<file path="config.mk">
export PLATFORM = sky130hd
export DESIGN_NAME = wide_char_to_utf8_transcoder
export DESIGN_NICKNAME = d
export VERILOG_FILES = /design/src/rtl/core/wc8_pkg.sv /design/src/rtl/core/wc8_front.sv /design/src/rtl/core/wc8_fifo.sv /design/src/rtl/core/wc8_back.sv /design/src/rtl/core/wide_char_to_utf8_transcoder.sv
export SDC_FILE = /design/constraint.sdc
export NUM_CORES = 1
export LEC_CHECK = 0
export BUFFER_PORTS_ARGS = -buffer_cell sky130_fd_sc_hd__buf_2
export CORE_MARGIN = 4
export CORE_UTILIZATION = 35
export CTS_BUF_LIST = sky130_fd_sc_hd__clkbuf_16
export CTS_CLUSTER_SIZE = 24
export DETAILED_ROUTE_END_ITERATION = 6
export PLACE_DENSITY = 0.59
export RECOVER_POWER = 100
export SETUP_SLACK_MARGIN = 0.2
export SYNTH_ARGS = -nofsm -noshare
export SYNTH_HDL_FRONTEND = slang
export SYNTH_HIERARCHICAL = 1
export SYNTH_SLANG_ARGS = --single-unit
export TNS_END_PERCENT = 20
</file>
<file path="constraint.sdc">
create_clock -name clk -period 5.15 [get_ports clk]
set_input_delay 0.515 -clock clk [delete_from_list [all_inputs] [get_ports clk]]
set_output_delay 0.515 -clock clk [all_outputs]
set_load 0.02 [all_outputs]
</file>
<file path="src/rtl/core/wc8_pkg.sv">
package wc8_pkg;

	// depth of the queue between front and back, a power of two
	localparam int QDEPTH = 2;
	localparam int QPTR_W = $clog2(QDEPTH);

	localparam logic [31:0] CP_MAX     = 32'h0010_FFFF;
	localparam logic [21:0] HIGH_TAG   = 22'h36;  // 0xd800 >> 10
	localparam logic [21:0] LOW_TAG    = 22'h37;  // 0xdc00 >> 10
	localparam logic [20:0] SUPP_BASE  = 21'h01_0000;
	localparam logic [5:0]  SURR_TOP   = 6'b110110;

	// length codes, number of bytes minus one
	localparam logic [1:0] LEN_1 = 2'd0;
	localparam logic [1:0] LEN_2 = 2'd1;
	localparam logic [1:0] LEN_3 = 2'd2;
	localparam logic [1:0] LEN_4 = 2'd3;

	// one classified unit, as the back end carries it out
	typedef struct packed {
		logic        err;        // out-of-range unit, one error result
		logic        last;       // unit closed the string
		logic        held_v;     // a lone high surrogate goes out first
		logic [9:0]  held_bits;
		logic        cp_v;       // a code point follows
		logic [20:0] cp;
	} job_t;

	typedef struct packed {
		logic full;
		logic empty;
	} q_stat_t;

endpackage

</file>
<file path="src/rtl/core/wc8_front.sv">
module wc8_front (
	input  logic               clk,
	input  logic               arst_n,
	input  logic               cfg_valid,
	input  logic               cfg_data,
	input  logic               in_valid,
	output logic               in_ready,
	input  logic [31:0]        code_unit,
	input  logic               last_unit,
	input  wc8_pkg::q_stat_t   q_stat,
	output logic               push,
	output wc8_pkg::job_t      push_job
);
	import wc8_pkg::*;

	logic       join_pairs_q;
	logic       held_q;
	logic [9:0] held_bits_q;
	logic       discard_q;

	logic [31:0] u;
	logic        take;
	logic        is_high;
	logic        is_low;
	logic        out_of_range;
	logic        held_nxt;
	logic        discard_nxt;

	assign in_ready = !q_stat.full;
	assign take     = in_valid && in_ready;

	assign u            = join_pairs_q ? {16'h0000, code_unit[15:0]} : code_unit;
	assign is_high      = (u[31:10] == HIGH_TAG);
	assign is_low       = (u[31:10] == LOW_TAG);
	assign out_of_range = (u > CP_MAX);

	always_comb begin
		push_job           = '0;
		push_job.last      = last_unit;
		push_job.held_bits = held_bits_q;
		held_nxt           = held_q;
		discard_nxt        = discard_q;
		push               = 1'b0;
		if (take) begin
			if (discard_q) begin
				// swallow the rest of a failed string
				if (last_unit) begin
					discard_nxt = 1'b0;
				end
			end else if (out_of_range) begin
				push_job.err = 1'b1;
				push         = 1'b1;
				held_nxt     = 1'b0;
				discard_nxt  = !last_unit;
			end else if (held_q && is_low) begin
				push_job.cp_v = 1'b1;
				push_job.cp   = SUPP_BASE + 21'({held_bits_q, u[9:0]});
				push          = 1'b1;
				held_nxt      = 1'b0;
			end else begin
				push_job.held_v = held_q;
				if (join_pairs_q && is_high && !last_unit) begin
					held_nxt = 1'b1;
				end else begin
					push_job.cp_v = 1'b1;
					push_job.cp   = u[20:0];
					held_nxt      = 1'b0;
				end
				push = held_q || push_job.cp_v;
			end
		end
	end

	always_ff @(posedge clk or negedge arst_n) begin
		if (!arst_n) begin
			join_pairs_q <= 1'b0;
			held_q       <= 1'b0;
			discard_q    <= 1'b0;
		end else begin
			if (cfg_valid) begin
				join_pairs_q <= cfg_data;
			end
			held_q    <= held_nxt;
			discard_q <= discard_nxt;
		end
	end

	always_ff @(posedge clk) begin
		if (take && is_high) begin
			held_bits_q <= u[9:0];
		end
	end

endmodule

</file>
<file path="src/rtl/core/wc8_fifo.sv">
module wc8_fifo (
	input  logic               clk,
	input  logic               arst_n,
	input  logic               push,
	input  wc8_pkg::job_t      push_job,
	input  logic               pop,
	output wc8_pkg::job_t      head,
	output wc8_pkg::q_stat_t   q_stat
);
	import wc8_pkg::*;

	job_t              entry_q [QDEPTH];
	logic [QPTR_W-1:0] wr_ptr_q;
	logic [QPTR_W-1:0] rd_ptr_q;
	logic [QPTR_W:0]   count_q;

	assign head         = entry_q[rd_ptr_q];
	assign q_stat.full  = (count_q == (QPTR_W+1)'(QDEPTH));
	assign q_stat.empty = (count_q == '0);

	always_ff @(posedge clk or negedge arst_n) begin
		if (!arst_n) begin
			wr_ptr_q <= '0;
			rd_ptr_q <= '0;
			count_q  <= '0;
		end else begin
			if (push) begin
				wr_ptr_q <= wr_ptr_q + 1'b1;
			end
			if (pop) begin
				rd_ptr_q <= rd_ptr_q + 1'b1;
			end
			if (push && !pop) begin
				count_q <= count_q + 1'b1;
			end else if (pop && !push) begin
				count_q <= count_q - 1'b1;
			end
		end
	end

	always_ff @(posedge clk) begin
		if (push) begin
			entry_q[wr_ptr_q] <= push_job;
		end
	end

endmodule

</file>
<file path="src/rtl/core/wc8_back.sv">
module wc8_back #(
	parameter int MAX_UNITS = 1048576
) (
	input  logic               clk,
	input  logic               arst_n,
	input  wc8_pkg::job_t      head,
	input  wc8_pkg::q_stat_t   q_stat,
	output logic               pop,
	output logic               out_valid,
	input  logic               out_ready,
	output logic [7:0]         out_byte,
	output logic               last_of_char,
	output logic               last_of_run,
	output logic               end_of_string,
	output logic               error_flag,
	output logic [22:0]        byte_total,
	output logic [20:0]        char_total
);
	import wc8_pkg::*;

	localparam longint BYTE_CAP_L = (64'(MAX_UNITS) * 64'd4 < 64'h7F_FFFF) ?
		64'(MAX_UNITS) * 64'd4 : 64'h7F_FFFF;
	localparam longint CHAR_CAP_L = (64'(MAX_UNITS) < 64'h1F_FFFF) ?
		64'(MAX_UNITS) : 64'h1F_FFFF;
	localparam logic [22:0] BYTE_CAP = 23'(BYTE_CAP_L);
	localparam logic [20:0] CHAR_CAP = 21'(CHAR_CAP_L);

	logic        held_done_q;
	logic [1:0]  k_q;
	logic [22:0] bytes_q;
	logic [20:0] chars_q;

	logic        step;
	logic        in_held;
	logic [20:0] cp_cur;
	logic [1:0]  len_m1;
	logic [1:0]  rem;
	logic [20:0] cp_shift;
	logic [7:0]  byte_v;
	logic        char_end;
	logic        run_end;
	logic [22:0] bytes_inc;
	logic [20:0] chars_inc;

	assign step    = !q_stat.empty && (!out_valid || out_ready);
	assign in_held = head.held_v && !held_done_q;
	assign cp_cur  = in_held ? {5'b00000, SURR_TOP, head.held_bits} : head.cp;

	always_comb begin
		if (in_held || cp_cur >= 21'h00_0800) begin
			len_m1 = (in_held || cp_cur < SUPP_BASE) ? LEN_3 : LEN_4;
		end else begin
			len_m1 = (cp_cur < 21'h00_0080) ? LEN_1 : LEN_2;
		end
	end

	assign rem      = len_m1 - k_q;
	assign cp_shift = cp_cur >> (5'd6 * {3'b000, rem});
	assign char_end = (k_q == len_m1);
	assign run_end  = head.err || (char_end && (!in_held || !head.cp_v));

	always_comb begin
		if (k_q != 2'd0) begin
			byte_v = {2'b10, cp_shift[5:0]};
		end else begin
			unique case (len_m1)
				LEN_1:   byte_v = {1'b0, cp_cur[6:0]};
				LEN_2:   byte_v = {3'b110, cp_cur[10:6]};
				LEN_3:   byte_v = {4'b1110, cp_cur[15:12]};
				LEN_4:   byte_v = {5'b11110, cp_cur[20:18]};
				default: byte_v = 8'h00;
			endcase
		end
	end

	assign bytes_inc = (bytes_q < BYTE_CAP) ? bytes_q + 23'd1 : bytes_q;
	assign chars_inc = (char_end && chars_q < CHAR_CAP) ? chars_q + 21'd1 : chars_q;

	assign pop = step && run_end;

	always_ff @(posedge clk or negedge arst_n) begin
		if (!arst_n) begin
			out_valid   <= 1'b0;
			held_done_q <= 1'b0;
			k_q         <= '0;
			bytes_q     <= '0;
			chars_q     <= '0;
		end else begin
			if (step) begin
				out_valid <= 1'b1;
			end else if (out_ready) begin
				out_valid <= 1'b0;
			end
			if (step) begin
				if (head.err) begin
					// nothing more comes out of this string, so the totals restart here
					bytes_q <= '0;
					chars_q <= '0;
				end else begin
					if (run_end && head.last) begin
						bytes_q <= '0;
						chars_q <= '0;
					end else begin
						bytes_q <= bytes_inc;
						chars_q <= chars_inc;
					end
				end
				if (run_end) begin
					held_done_q <= 1'b0;
					k_q         <= '0;
				end else if (char_end) begin
					held_done_q <= 1'b1;
					k_q         <= '0;
				end else begin
					k_q <= k_q + 2'd1;
				end
			end
		end
	end

	always_ff @(posedge clk) begin
		if (step) begin
			last_of_run   <= run_end;
			end_of_string <= run_end && head.last;
			error_flag    <= head.err;
			if (head.err) begin
				out_byte     <= 8'h00;
				last_of_char <= 1'b0;
				byte_total   <= bytes_q;
				char_total   <= chars_q;
			end else begin
				out_byte     <= byte_v;
				last_of_char <= char_end;
				byte_total   <= bytes_inc;
				char_total   <= chars_inc;
			end
		end
	end

endmodule

</file>
<file path="src/rtl/core/wide_char_to_utf8_transcoder.sv">
// wide character to utf-8 transcoder. each input transaction carries one code unit and a
// last-of-string mark; each output transaction carries one utf-8 byte with its framing marks
// and the running byte and character totals of the string. join_pairs set: units are 16 bits,
// a high surrogate followed by a low one becomes one four-byte code point, any unpaired
// surrogate goes out on its own as three bytes. join_pairs clear: 32-bit units, each encoded
// singly. a unit above 0x10ffff yields one error transaction and the rest of that string is
// swallowed. the front end takes one unit per cycle while the two-entry queue has room; the
// back end emits one byte per cycle while the output is ready; a unit makes 0 to 7 bytes
// (typically 1 to 3; an error makes one error transaction), and the output port sets the
// sustained rate. no clearing pass after reset; write join_pairs only while idle.
module wide_char_to_utf8_transcoder #(
	parameter int MAX_UNITS = 1048576
) (
	input  logic        clk,
	input  logic        arst_n,
	// configuration write channel
	input  logic        cfg_valid,
	output logic        cfg_ready,
	input  logic        cfg_data,
	// input code units
	input  logic        in_valid,
	output logic        in_ready,
	input  logic [31:0] code_unit,
	input  logic        last_unit,
	// output bytes
	output logic        out_valid,
	input  logic        out_ready,
	output logic [7:0]  out_byte,
	output logic        last_of_char,
	output logic        last_of_run,
	output logic        end_of_string,
	output logic        error_flag,
	output logic [22:0] byte_total,
	output logic [20:0] char_total
);
	import wc8_pkg::*;

	job_t    push_job;
	job_t    head;
	q_stat_t q_stat;
	logic    push;
	logic    pop;

	// the register takes a write in any cycle
	assign cfg_ready = 1'b1;

	// front: surrogate pairing, range check and the discard state of a failed string
	wc8_front u_front (
		.clk       (clk),
		.arst_n    (arst_n),
		.cfg_valid (cfg_valid),
		.cfg_data  (cfg_data),
		.in_valid  (in_valid),
		.in_ready  (in_ready),
		.code_unit (code_unit),
		.last_unit (last_unit),
		.q_stat    (q_stat),
		.push      (push),
		.push_job  (push_job)
	);

	// queue of classified units, only units that make at least one output transaction get in
	wc8_fifo u_fifo (
		.clk      (clk),
		.arst_n   (arst_n),
		.push     (push),
		.push_job (push_job),
		.pop      (pop),
		.head     (head),
		.q_stat   (q_stat)
	);

	// back: byte sequencer, saturating totals and the output register
	wc8_back #(
		.MAX_UNITS (MAX_UNITS)
	) u_back (
		.clk           (clk),
		.arst_n        (arst_n),
		.head          (head),
		.q_stat        (q_stat),
		.pop           (pop),
		.out_valid     (out_valid),
		.out_ready     (out_ready),
		.out_byte      (out_byte),
		.last_of_char  (last_of_char),
		.last_of_run   (last_of_run),
		.end_of_string (end_of_string),
		.error_flag    (error_flag),
		.byte_total    (byte_total),
		.char_total    (char_total)
	);

endmodule

</file>
==> impl_results.md <==
* Layout cell share with drive strength beyond 1 at 13.22%
* Port Buffers at 96
* Hold EP: u_front/held_bits_q[2]
* First-pass GRT wire length at 35980 um
* Antenna diode count at 0
* Final ANT Viol Nets at 0
* Synth Instances at 817
* Vias in the first global route at 6644
* Synth Flop Type: edfxtp_1
* Drt first pass iters at 5
* Initial antenna violation count at 0
* Wire per inst at 17.35 um
* Max incr delay on CP at 0.67 ns
* R2R depth at 11
* Slowest CP cell: dfrtp_2
* Die width at 174.9 um
* Cell family with most CP delay: simple AND/OR/NAND/NOR gates
* Post-synth ARST share at 28.80%
* Die area at 0.03058 mm^2
* Max-cap violations at 5
* Clk slew on worst S/H paths at 0.09 ns
* Fin crit share at 88.64%
* Clk_lat worst skew at 0.45 ns
* DRT iter0 DRCs at 520
* CTS resizes at 0
* Effective utilization at floorplan at 35.86%
* Power density cells at 525.7 mW/mm^2
* Crit-path cells: buf_4 -> mux2_1 -> nor3_1 -> nand2_1 -> o21ai_0 -> ha_1 -> nand2_1 -> a211oi_4 -> nor2_1 -> or3_1 -> xnor2_1
* Static leakage at 4.103 nW
* Netlist cell types at 79
* Area delta synth->final at 12.67%
* Syn Nets at 862
* Clock skew at 0.01937 ns
* Worst reg-to-reg setup slack at 0.58 ns
* Critical path required time at 5.34 ns
* Avg Inst Size Synth at 11.93 um^2
* Status: finished with violations
* CP Capture Type: flip-flop
* Setup crit start kind: flip-flop
* Final min period at 4.565 ns
* Pwr Total at 5.772 mW
* DP Wirelength at 15040 um
* GPL Wtd Cong at 0.9138
* Worst hold stages at 1
* Failing checks: capacitance limit, slew limit
* Setup violators final at 0
* Final Max Slew Viols at 201
* Final nets at 940
* Final TNS setup at 0 ns
* Routed Wire Length at 22210 um
* Clk buf depth at 2
* Worst-Margin Slew at 3.313 ns
* FMAX at 0.2191 GHz
* Sequential area share after synthesis at 56.03%
* Ys Warns at 6
* I/O pin count at 98
* Register Area at 0.005461 mm^2
* Reg-to-Reg Start: u_fifo/rd_ptr_q
* Clock Root Buffer: clkbuf_16
* Postcts setup bufs at 0
* Worst vdd ir at 0.2454 mV
* Worst Hold Class: input pin to flip-flop
* Drc violations at 0
* RR Endpoint: u_back/char_total[19]
* Vias/cell at 5.348
* CTS tree: built
* CP bufs+invs at 1
* Critical Path AT at 4.75 ns
* Crit-path max FO at 18
* CORE AREA at 0.02718 mm^2
* Die Y at 174.9 um
* CTS buffer count at 17
* Crit. path cell count at 11
* EDFF count, synth at 136
* Vias post-DR at 6846
* RSZ-0062 raised after global routing: false
* Largest net degree at the start of global routing at 97
* Setup CP Type: flip-flop to flip-flop
* Cell mode on critical path: nand2_1
* Clk sinks at 191
* Fin. Hold Viols at 0
* # H-tree levels at 4
* Mapped Area at 0.009746 mm^2
* Synth Register Bits at 191
* Slew Limit Headroom at -120.9%
* Remaining Overflow, GRT at 0
* Post-CTS Hold Fix Bufs at 0
* Fin util at 40.41%
* Rows at 60
* Gr usage total at 14.53%
* Hold path startpoint: code_unit[2]
* Multi-input gate area at 0.003870 mm^2
* Layout filler cell count at 2667
## power by group
part | total, mW | leakage, nW | internal (mW) | switching [mW]
logic | 2.10 | 1.76 | 0.693 | 1.41
clock network | 1.39 | 0.308 | 0.681 | 0.710
registers | 2.28 | 2.03 | 2.10 | 0.172
total | 5.77 | 4.10 | 3.48 | 2.29
## sequential cells by signal, indices dropped and copies added (netlist names), 2 cells and up
signal / flops
u_back/out_byte: 8
u_fifo/entry_q: 70
u_back/byte_total: 23
u_back/k_q: 2
u_back/bytes_q: 23
u_front/held_bits_q: 10
u_back/chars_q: 21
u_back/char_total: 21
u_fifo/count_q: 2
## synthesized netlist by cell type, drive strengths merged, types with 3 or more instances
master	n	area, um^2
a211oi	4	47.54
a21o	5	37.54
a21oi	33	165.2
a22o	4	35.03
a311oi	3	26.28
a31oi	32	200.2
a32oi	4	35.03
a41oi	7	61.31
and2	17	107.6
and3	18	112.6
and4	6	52.55
buf	22	185.2
clkbuf	27	105.1
dfrtp	55	1376
edfxtp	136	4084
ha	6	75.07
inv	18	67.57
mux2	37	525.5
mux2i	15	150.1
nand2	64	247.7
nand2b	4	25.02
nand3	49	245.2
nand3b	11	95.09
nand4	19	118.9
nor2	52	195.2
nor2b	8	50.05
nor3	25	151.4
nor4	8	80.08
o2111ai	11	96.34
o211a	4	40.04
o211ai	7	52.55
o21ai	16	80.07
o31ai	3	22.52
or3	4	25.02
xnor2	21	191.4
xor2	29	254.0
## per-layer routing
metal / track usage [%] / part of all wire [%] / vias up
li1: - / - / 3273
met1: 20.47 / 47 / 3321
met2: 23.09 / 47 / 228
met3: 2.683 / 4.8 / 24
met4: 4.157 / 1.3 / 0
met5: 0 / 0 / -
## cells by family after synthesis
kind of cell / after synthesis / share of synthesized area (%)
DFF: 191 / 56.03
muxes: 54 / 7.395
AOI/OAI and AO/OA: 156 / 11.44
and+or+nand+nor: 292 / 16.09
other: 1 / 0.03848
xor gates and xnor gates: 50 / 4.571
buffers and inverters: 67 / 3.672
adders and majority gates: 6 / 0.7703
## worst max-delay path by stage
stage	startpoint	to	slack (ns)
2_1_floorplan	u_fifo/rd_ptr_q	u_back/char_total[17]	1.61
3_3_place_gp	u_fifo/rd_ptr_q	u_back/char_total[19]	0.99
3_5_place_dp	u_fifo/rd_ptr_q	u_back/char_total[19]	0.80
4_1_cts	u_fifo/rd_ptr_q	u_back/char_total[19]	0.78
5_1_grt	u_fifo/rd_ptr_q	u_back/chars_q[19]	0.26
6_report	u_fifo/rd_ptr_q	u_back/char_total[19]	0.58
## cells in the final DEF (no fill, tap or decap), drive strengths merged, types with 5 or more instances in the layout
| cell type | instances |
|---|---|
| a21o | 5 |
| a21oi | 33 |
| a31oi | 32 |
| a41oi | 7 |
| and2 | 17 |
| and3 | 18 |
| and4 | 6 |
| buf | 39 |
| clkbuf | 86 |
| clkinv | 7 |
| dfrtp | 55 |
| edfxtp | 136 |
| ha | 6 |
| inv | 26 |
| mux2 | 37 |
| mux2i | 15 |
| nand2 | 64 |
| nand3 | 49 |
| nand3b | 11 |
| nand4 | 19 |
| nor2 | 52 |
| nor2b | 8 |
| nor3 | 25 |
| nor4 | 8 |
| o2111ai | 11 |
| o211ai | 7 |
| o21ai | 16 |
| xnor2 | 21 |
| xor2 | 29 |
## metrics by stage
stage                     cell area (um^2)  setup WS [ns]  cells  hold WS [ns]
after global placement               10500         0.9855   1248        0.4688
after floorplan                       9746          1.613    817        0.2194
after global routing                 10980         0.2616   1280        0.2182
final                                10980         0.5850   1280        0.2458
after CTS                            11140         0.7842   1280        0.2244
after detailed placement             10500         0.7961   1248        0.4645
## final cells by class
class | instances | area share (%)
Inverter | 18 | 0.6381
Multi-Input combinational cell | 559 | 35.24
Tap cell | 372 | 4.239
Clock buffer | 17 | 3.874
Sequential cell | 191 | 49.74
Clock inverter | 15 | 1.971
Timing Repair Buffer | 108 | 4.296
(Power assumes the default switching activity.)
